--- config.mk ---
export PLATFORM = sky130hd
export DESIGN_NAME = eight_step_note_sequencer_top
export DESIGN_NICKNAME = d
export VERILOG_FILES = /design/src/sv/nseq_pkg.sv /design/src/sv/nseq_ram.sv /design/src/sv/nseq_ctrl.sv /design/src/sv/nseq_dp.sv /design/src/sv/eight_step_note_sequencer_top.sv
export SDC_FILE = /design/constraint.sdc
export NUM_CORES = 1
export LEC_CHECK = 0
export ABC_AREA = 1
export BUFFER_PORTS_ARGS = -buffer_cell sky130_fd_sc_hd__buf_2
export CORE_MARGIN = 5
export CORE_UTILIZATION = 25
export CTS_CLUSTER_SIZE = 12
export DETAILED_ROUTE_END_ITERATION = 10
export PLACE_DENSITY_LB_ADDON = 0.2
export REMOVE_ABC_BUFFERS = 1
export SETUP_SLACK_MARGIN = 0.2
export SLEW_MARGIN = 20
export SYNTH_ARGS = -nofsm -noshare
export SYNTH_HDL_FRONTEND = slang
export SYNTH_HIERARCHICAL = 1
export SYNTH_SLANG_ARGS = --single-unit
export TNS_END_PERCENT = 1
--- constraint.sdc ---
create_clock -name clk -period 6.65 [get_ports clk]
set_clock_uncertainty 0.1 [all_clocks]
set_input_delay 0.665 -clock clk [delete_from_list [all_inputs] [get_ports clk]]
set_output_delay 0.665 -clock clk [all_outputs]
set_load 0.05 [all_outputs]
--- src/sv/nseq_pkg.sv ---
// Shared types, constants and codes for the eight-step note sequencer.
// No dependencies; imported by every module of the block except nseq_ram.
package nseq_pkg;

	// Fixed field widths of the request and event words
	localparam int CMD_W  = 1;
	localparam int POS_W  = 8;
	localparam int IDX_W  = 3;
	localparam int MASK_W = 12;
	localparam int NOTE_W = 7;
	localparam int VEL_W  = 7;

	// Defaults for the top-level parameters
	localparam int STEP_COUNT_DEF = 8;
	localparam int NOTE_COUNT_DEF = 12;

	// Note and velocity values
	localparam logic [NOTE_W-1:0] NOTE_BASE = NOTE_W'(48);
	localparam logic [VEL_W-1:0]  VEL_ON    = VEL_W'(127);
	localparam logic [VEL_W-1:0]  VEL_OFF   = VEL_W'(0);

	// Note-off position after reset
	localparam logic [POS_W-1:0] OFF_POS_RST = POS_W'(24);

	// Command codes
	localparam logic [CMD_W-1:0] CMD_TICK  = 1'b0;
	localparam logic [CMD_W-1:0] CMD_WRITE = 1'b1;

	typedef struct packed {
		logic [CMD_W-1:0]  command;
		logic [POS_W-1:0]  tick_position;
		logic [IDX_W-1:0]  step_index;
		logic [MASK_W-1:0] step_mask;
	} req_word_t;

	typedef struct packed {
		logic [NOTE_W-1:0] note_number;
		logic [VEL_W-1:0]  velocity;
		logic              last_of_run;
	} evt_word_t;

	// Controller -> datapath
	typedef struct packed {
		logic do_write;   // store request mask into the step table
		logic do_fetch;   // read step at pointer, advance pointer
		logic do_load;    // take fetched mask as held and run mask (note-on)
		logic do_off;     // take held mask as run mask (note-off)
		logic do_emit;    // load next event into the output register
	} nseq_cmd_t;

	// Datapath -> controller
	typedef struct packed {
		logic is_write;    // request is a step write
		logic pos_zero;    // tick at position zero
		logic pos_match;   // tick at the note-off position
		logic held_empty;  // held mask has no notes
		logic fetch_empty; // fetched mask has no notes
		logic run_last;    // one note left in the run mask
		logic out_free;    // output register can take an event
	} nseq_sts_t;

endpackage

--- src/sv/nseq_ram.sv ---
// Generic single-write, single-read RAM with registered read data.
// No dependencies.
module nseq_ram #(
	parameter int WIDTH = 12,
	parameter int DEPTH = 8
) (
	input  logic                     clk,
	input  logic                     we,
	input  logic [$clog2(DEPTH)-1:0] waddr,
	input  logic [WIDTH-1:0]         wdata,
	input  logic                     re,
	input  logic [$clog2(DEPTH)-1:0] raddr,
	output logic [WIDTH-1:0]         rdata
);

	logic [WIDTH-1:0] mem_q [DEPTH];
	logic [WIDTH-1:0] rdata_q;

	always_ff @(posedge clk) begin
		if (we) begin
			mem_q[waddr] <= wdata;
		end
		if (re) begin
			rdata_q <= mem_q[raddr];
		end
	end

	assign rdata = rdata_q;

endmodule

--- src/sv/nseq_ctrl.sv ---
// Controller state machine of the note sequencer.
// Depends on nseq_pkg for the command and status structs.
module nseq_ctrl
	import nseq_pkg::*;
(
	input  logic      clk,
	input  logic      arst_n,
	input  logic      req_valid,
	output logic      req_stall,
	input  nseq_sts_t sts,
	output nseq_cmd_t cmd
);

	typedef enum logic [2:0] {
		ST_IDLE  = 3'b001,
		ST_FETCH = 3'b010,
		ST_EMIT  = 3'b100
	} state_t;

	state_t state_q, state_d;
	logic   accept;

	assign req_stall = (state_q != ST_IDLE);
	assign accept    = req_valid && (state_q == ST_IDLE);

	always_comb begin
		state_d = state_q;
		cmd     = '0;
		unique case (state_q)
			ST_IDLE: begin
				if (accept) begin
					priority if (sts.is_write) begin
						cmd.do_write = 1'b1;
					end else if (sts.pos_zero) begin
						cmd.do_fetch = 1'b1;
						state_d      = ST_FETCH;
					end else if (sts.pos_match) begin
						cmd.do_off = 1'b1;
						if (!sts.held_empty) begin
							state_d = ST_EMIT;
						end
					end else begin
						state_d = ST_IDLE;
					end
				end
			end
			ST_FETCH: begin
				cmd.do_load = 1'b1;
				state_d     = sts.fetch_empty ? ST_IDLE : ST_EMIT;
			end
			ST_EMIT: begin
				if (sts.out_free) begin
					cmd.do_emit = 1'b1;
					if (sts.run_last) begin
						state_d = ST_IDLE;
					end
				end
			end
			default: begin
				state_d = ST_IDLE;
			end
		endcase
	end

	always_ff @(posedge clk or negedge arst_n) begin
		if (!arst_n) begin
			state_q <= ST_IDLE;
		end else begin
			state_q <= state_d;
		end
	end

endmodule

--- src/sv/nseq_dp.sv ---
// Datapath: step table, pointer, held and run masks, output register.
// Depends on nseq_pkg and nseq_ram.
module nseq_dp
	import nseq_pkg::*;
#(
	parameter int STEP_COUNT = STEP_COUNT_DEF,
	parameter int NOTE_COUNT = NOTE_COUNT_DEF
) (
	input  logic             clk,
	input  logic             arst_n,
	input  req_word_t        req_word,
	output logic             evt_valid,
	input  logic             evt_stall,
	output evt_word_t        evt_word,
	input  logic             cfg_we,
	input  logic [POS_W-1:0] cfg_wdata,
	input  nseq_cmd_t        cmd,
	output nseq_sts_t        sts
);

	localparam int PTR_W  = $clog2(STEP_COUNT);
	localparam int AW     = (IDX_W > PTR_W) ? IDX_W : PTR_W;
	localparam int MW     = (MASK_W > NOTE_COUNT) ? MASK_W : NOTE_COUNT;
	localparam int NIDX_W = (NOTE_COUNT > 1) ? $clog2(NOTE_COUNT) : 1;

	logic [POS_W-1:0]      off_pos_q;
	logic [PTR_W-1:0]      ptr_q;
	logic [STEP_COUNT-1:0] valid_q;
	logic                  rd_valid_q;
	logic [NOTE_COUNT-1:0] held_q;
	logic [NOTE_COUNT-1:0] run_q;
	logic                  vel_on_q;
	logic                  evt_valid_q;
	evt_word_t             evt_word_q;

	logic [AW-1:0]         idx_ext;
	logic                  idx_in_range;
	logic [MW-1:0]         mask_ext;
	logic [NOTE_COUNT-1:0] wr_mask;
	logic [NOTE_COUNT-1:0] ram_rdata;
	logic [NOTE_COUNT-1:0] fetched;
	logic [NOTE_COUNT-1:0] run_rest;
	logic [NIDX_W-1:0]     lo_idx;
	logic                  wr_en;

	assign idx_ext      = AW'(req_word.step_index);
	// one extra bit so a power-of-two step count does not fold to zero
	assign idx_in_range = ({1'b0, idx_ext} < (AW+1)'(STEP_COUNT));
	assign mask_ext     = MW'(req_word.step_mask);
	assign wr_mask      = mask_ext[NOTE_COUNT-1:0];
	assign wr_en        = cmd.do_write && idx_in_range;

	nseq_ram #(
		.WIDTH(NOTE_COUNT),
		.DEPTH(STEP_COUNT)
	) u_table (
		.clk  (clk),
		.we   (wr_en),
		.waddr(idx_ext[PTR_W-1:0]),
		.wdata(wr_mask),
		.re   (cmd.do_fetch),
		.raddr(ptr_q),
		.rdata(ram_rdata)
	);

	// never-written steps read as empty
	assign fetched  = rd_valid_q ? ram_rdata : '0;
	assign run_rest = run_q & (run_q - NOTE_COUNT'(1));

	always_comb begin
		lo_idx = '0;
		for (int k = NOTE_COUNT - 1; k >= 0; k--) begin
			if (run_q[k]) begin
				lo_idx = NIDX_W'(k);
			end
		end
	end

	always_ff @(posedge clk or negedge arst_n) begin
		if (!arst_n) begin
			off_pos_q   <= OFF_POS_RST;
			ptr_q       <= '0;
			valid_q     <= '0;
			rd_valid_q  <= 1'b0;
			held_q      <= '0;
			run_q       <= '0;
			vel_on_q    <= 1'b0;
			evt_valid_q <= 1'b0;
		end else begin
			if (cfg_we) begin
				off_pos_q <= cfg_wdata;
			end
			if (wr_en) begin
				valid_q[idx_ext[PTR_W-1:0]] <= 1'b1;
			end
			if (cmd.do_fetch) begin
				rd_valid_q <= valid_q[ptr_q];
				ptr_q      <= (ptr_q == PTR_W'(STEP_COUNT - 1)) ? '0 : ptr_q + PTR_W'(1);
				vel_on_q   <= 1'b1;
			end
			if (cmd.do_load) begin
				held_q <= fetched;
				run_q  <= fetched;
			end
			if (cmd.do_off) begin
				run_q    <= held_q;
				vel_on_q <= 1'b0;
			end
			if (cmd.do_emit) begin
				run_q <= run_rest;
			end
			if (cmd.do_emit) begin
				evt_valid_q <= 1'b1;
			end else if (!evt_stall) begin
				evt_valid_q <= 1'b0;
			end
		end
	end

	always_ff @(posedge clk) begin
		if (cmd.do_emit) begin
			evt_word_q.note_number <= NOTE_BASE + NOTE_W'(1) + NOTE_W'(lo_idx);
			evt_word_q.velocity    <= vel_on_q ? VEL_ON : VEL_OFF;
			evt_word_q.last_of_run <= (run_rest == '0);
		end
	end

	assign evt_valid = evt_valid_q;
	assign evt_word  = evt_word_q;

	assign sts.is_write    = (req_word.command == CMD_WRITE);
	assign sts.pos_zero    = (req_word.tick_position == '0);
	assign sts.pos_match   = (req_word.tick_position == off_pos_q);
	assign sts.held_empty  = (held_q == '0);
	assign sts.fetch_empty = (fetched == '0);
	assign sts.run_last    = (run_rest == '0);
	assign sts.out_free    = !evt_valid_q || !evt_stall;

endmodule

--- src/sv/eight_step_note_sequencer_top.sv ---
// Top level of the eight-step note sequencer.
// Depends on nseq_pkg, nseq_ctrl, nseq_dp (which holds nseq_ram).
//
//  channel | valid     | stall     | word      | direction
//  --------+-----------+-----------+-----------+----------
//  request | req_valid | req_stall | req_word  | in
//  event   | evt_valid | evt_stall | evt_word  | out
//  config  | cfg_we    | (none)    | cfg_wdata | in
//
// A step write is taken without leaving idle. A tick at position zero runs
// accept, step-table read, then one event per cycle for N set notes; a
// note-off tick runs accept, then its events. The table read is registered,
// the output register holds one event; event stalls hold the run in place.
// Reset clears pointer, held mask, table valid bits and the note-off
// position (back to 24); the table data itself is not swept.
module eight_step_note_sequencer_top
	import nseq_pkg::*;
#(
	parameter int STEP_COUNT = STEP_COUNT_DEF,
	parameter int NOTE_COUNT = NOTE_COUNT_DEF
) (
	input  logic             clk,
	input  logic             arst_n,
	input  logic             req_valid,
	output logic             req_stall,
	input  req_word_t        req_word,
	output logic             evt_valid,
	input  logic             evt_stall,
	output evt_word_t        evt_word,
	input  logic             cfg_we,
	input  logic [POS_W-1:0] cfg_wdata
);

	nseq_cmd_t cmd;
	nseq_sts_t sts;

	// Sequencing: idle / table read / event run
	nseq_ctrl u_ctrl (
		.clk      (clk),
		.arst_n   (arst_n),
		.req_valid(req_valid),
		.req_stall(req_stall),
		.sts      (sts),
		.cmd      (cmd)
	);

	// Storage and event generation
	nseq_dp #(
		.STEP_COUNT(STEP_COUNT),
		.NOTE_COUNT(NOTE_COUNT)
	) u_dp (
		.clk      (clk),
		.arst_n   (arst_n),
		.req_word (req_word),
		.evt_valid(evt_valid),
		.evt_stall(evt_stall),
		.evt_word (evt_word),
		.cfg_we   (cfg_we),
		.cfg_wdata(cfg_wdata),
		.cmd      (cmd),
		.sts      (sts)
	);

endmodule

==> qor.tcl <==
set qor(cts.repair_timing.setup_buffer_count) 0
set qor(critPathArrivalTime_ns) 3.09
set qor(rsz0062_at_grt) {false}
set qor(worst_setup_hold_path_clk_slew_ns) 0.07
set qor(finalWorstPathRequiredPeriod_ns) 2.90
set qor(timing.rr.end) {u_dp/run_q[10]}
set qor(vias_per_cell) 4.11
set qor(syn_area_mm2) 0.00765
set qor(final-max-slew-violation-count) 0
set qor(timing_worst_slew_pin_value_ns) 0.974
set qor(cts_hold_buffers) 0
set qor(pin_count) 54
set qor(ys_top_cells_by_area) {sky130_fd_sc_hd__edfxtp_1 46%, sky130_fd_sc_hd__dfrtp_1 15%, sky130_fd_sc_hd__nand2_1 12%}
set qor(timing_worst_setup_path_type) {reg -> reg}
set qor(overflow_left_after_global_routing) 0
set qor(dp_hpwl_um) 10900
set qor(netlist_instances) 799
set qor(cts_sinks) 166
set qor(drt_first_iter_violations) 309
set qor(die_span_x_um) 185
set qor(cp_data_required_time_ns) 6.84
set qor(setup.reg_to_reg.worst_slack_ns) 3.75
set qor(layout.filler_cells) 3219
set qor(final_antenna_net_count) 0
set qor(worst_hold_path_type) {in -> async}
set qor(most_frequent_standard_cell_in_the_layout_excluding_fill_and_tap_cells) {sky130_fd_sc_hd__nand2_1}
set qor(final_area_mm2) 0.00891
set qor(cts_resized) 0
set qor(peakVddDrop_mv) 0.167
set qor(first_global_vias) 5014
set qor(fp-row-count) 64
set qor(maxSlewHeadroom_pct) 35.0
set qor(result_of_the_run) {finished clean}
set qor(wire_per_inst_um) 13.9
set qor(area_delta_synth_final_pct) 16.4
set qor(antennaDiodeCount) 0
set qor(initial_utilization_pct) 25.1
set qor(leakage_uw) 0.00391
set qor(vertical_die_dimension_um) 185
set qor(rr_startpoint) {u_dp/off_pos_q[4]}
set qor(synth_seq_cells) 166
set qor(finalSetupTns_ns) 0
set qor(cts_buffers) 17
set qor(crit_path_end_kind) {flip-flop}
set qor(syn_area_per_cell_um2) 9.58
set qor(setup_viol) 0
set qor(cts_tree) {done}
set qor(cts_root_buf) {sky130_fd_sc_hd__clkbuf_16}
set qor(critical_path_peak_fanout) 17
set qor(period_share_pct) 43.6
set qor(final_hold_viol_count) 0
set qor(finalNetCount) 884
set qor(cap_viol_max_count) 0
set qor(synth_top_cell_area_share_pct) 45.9
set qor(drt_wl_total_um) 17400
set qor(post-route-drc-count) 0
set qor(library_cell_occupying_the_most_area_in_the_post_synthesis_netlist) {sky130_fd_sc_hd__edfxtp_1}
set qor(synth.lib_cells_used.distinct) 37
set qor(finalWeightedCongestion) 0.746
set qor(hold_ws_ns) 0.247
set qor(grt_antenna_before_repair) 1
set qor(grt_pass1_wl_um) 27800
set qor(die_area_mm2) 0.0342
set qor(max_clock_freq_mhz) 345
set qor(insertion_delay_ns) 0.43
set qor(synth-warning-count) 6
set qor(dr.pass1.iters) 5
set qor(post_dp_area_mm2) 0.00829
set qor(design.core.area_mm2) 0.0304
set qor(port-buffer-count) 53
set qor(worstRegToRegCells) 10
set qor(drive_gt1_share_pct) 16.3
set qor(maximum_number_of_pins_on_one_net_before_global_route_repair) 57
set qor(setup.worst_path.start_class) {flip-flop}
set qor(pwr_density_cell_mw_per_mm2) 295
set qor(seq_area_frac_synth_pct) 62.0
set qor(most-common-layout-cells) {243 x sky130_fd_sc_hd__nand2_1, 117 x sky130_fd_sc_hd__edfxtp_1, 110 x sky130_fd_sc_hd__inv_1, 60 x sky130_fd_sc_hd__nand3_1, 53 x sky130_fd_sc_hd__buf_2}
set qor(routed-via-count) 5150
set qor(globalRouteTotalUtil_pct) 10.6
set qor(clock_tree.htree_level_count) 4
set qor(clock_tree.buffer_depth) 2
[worst max-delay path, cell delays in order (launching register included)]
cell and delay [ns]:
sky130_fd_sc_hd__dfstp_2 0.54, sky130_fd_sc_hd__xnor2_1 0.11, sky130_fd_sc_hd__nand4_1 0.11, sky130_fd_sc_hd__nor2_1 0.12, sky130_fd_sc_hd__inv_1 0.06, sky130_fd_sc_hd__nor2_1 0.15, sky130_fd_sc_hd__nand2_1 0.09, sky130_fd_sc_hd__nor2_1 0.60
sky130_fd_sc_hd__inv_1 0.41, sky130_fd_sc_hd__o21ai_0 0.31, sky130_fd_sc_hd__o221ai_1 0.15
[cell families after synthesis]
kind of cell	share of synthesized area, %
AND/OR/NAND/NOR	20.0
AO/OA/AOI/OAI	5.67
XOR/XNOR	1.03
flip-flops	62.0
adder cells (fa/ha/maj)	0.491
multiplexers	1.18
other	0.0981
buffers and inverters	9.58
[cells in the mapped netlist]
| master | count |
|---|---|
| sky130_fd_sc_hd__mux2_2 | 8 |
| sky130_fd_sc_hd__buf_2 | 13 |
| sky130_fd_sc_hd__dfstp_2 | 3 |
| sky130_fd_sc_hd__edfxtp_1 | 117 |
| sky130_fd_sc_hd__nor2_4 | 4 |
| sky130_fd_sc_hd__a211oi_1 | 1 |
| sky130_fd_sc_hd__xnor2_1 | 9 |
| sky130_fd_sc_hd__ha_1 | 3 |
| sky130_fd_sc_hd__dfrtp_1 | 46 |
| sky130_fd_sc_hd__clkbuf_1 | 8 |
| sky130_fd_sc_hd__a31oi_1 | 1 |
| sky130_fd_sc_hd__o211ai_1 | 3 |
| sky130_fd_sc_hd__nand3_2 | 1 |
| sky130_fd_sc_hd__nor3_1 | 5 |
| sky130_fd_sc_hd__nand3_1 | 60 |
| sky130_fd_sc_hd__buf_6 | 1 |
| sky130_fd_sc_hd__nor3_4 | 1 |
| sky130_fd_sc_hd__nor4_1 | 4 |
| sky130_fd_sc_hd__o21ai_0 | 37 |
| sky130_fd_sc_hd__o21bai_1 | 4 |
| sky130_fd_sc_hd__a22oi_1 | 1 |
| sky130_fd_sc_hd__o221ai_1 | 9 |
| sky130_fd_sc_hd__or2_2 | 1 |
| sky130_fd_sc_hd__nor2_2 | 4 |
| sky130_fd_sc_hd__nand2_2 | 3 |
| sky130_fd_sc_hd__and3_1 | 2 |
| sky130_fd_sc_hd__o31ai_1 | 1 |
| sky130_fd_sc_hd__nor2_1 | 25 |
| sky130_fd_sc_hd__a21oi_1 | 16 |
| sky130_fd_sc_hd__conb_1 | 2 |
| sky130_fd_sc_hd__o21ai_2 | 1 |
| sky130_fd_sc_hd__inv_1 | 110 |
| sky130_fd_sc_hd__nand2_1 | 243 |
| sky130_fd_sc_hd__inv_2 | 16 |
| sky130_fd_sc_hd__nand4_1 | 6 |
| sky130_fd_sc_hd__clkinv_1 | 19 |
| sky130_fd_sc_hd__buf_4 | 11 |
[routing by layer]
layer	global-route usage (%)	vias up	wire length (µm)
li1	-	2658	-
met1	13.6	2382	8120
met2	17.7	88	8350
met3	2.51	20	716
met4	3.23	2	209
met5	0	-	13
[registers in the layout, indices dropped and copies added (netlist names)]
name / cells
u_dp/evt_word: 9
u_dp/ptr_q: 3
u_dp/evt_valid: 1
u_dp/u_table/mem_q: 96
u_dp/u_table/rdata: 12
u_dp/vel_on_q: 1
u_ctrl/state_q: 3
u_dp/run_q: 12
u_dp/held_q: 12
u_dp/rd_valid_q: 1
u_dp/off_pos_q: 8
u_dp/valid_q: 8
[power breakdown]
part,total (µW),internal [µW],switching (µW)
Clock,1040,579,463
Combinational,373,135,238
Sequential,1220,1180,37.7
Total,2630,1890,739
[worst max-delay path by stage]
stage	from	endpoint	slack, ns
final	u_dp/off_pos_q[4]	u_dp/run_q[10]	3.75
after global routing	u_dp/off_pos_q[4]	u_dp/run_q[6]	3.44
after CTS	u_dp/off_pos_q[4]	u_dp/run_q[10]	3.75
after detailed placement	req_word[19]	u_dp/run_q[10]	3.49
after global placement	req_word[19]	u_dp/run_q[11]	3.55
after floorplan	u_dp/evt_word[6]	evt_word[1]	3.47
[area by class of cell]
| class | instances | area, µm² | area share (%) |
|---|---|---|---|
| clock buffer | 17 | 425 | 4.77 |
| clock inverter | 15 | 198 | 2.22 |
| inverter | 145 | 544 | 6.11 |
| multi-input combinational | 456 | 2200 | 24.7 |
| sequential | 166 | 4740 | 53.2 |
| tap | 396 | 495 | 5.56 |
| timing repair buffer | 58 | 303 | 3.40 |
[metrics by stage]
step                      util, %  worst slack, ns  power (µW)  std cells
after CTS                    29.3             3.75        2670       1253
after floorplan                 -             3.47        1500        767
after global placement       27.2             3.55        1610       1221
after global routing         29.3             3.44        2770       1253
after detailed placement     27.2             3.49        1620       1221
final                        29.3             3.75        2630       1253
No activity file was read; power rests on OpenSTA's default activity.
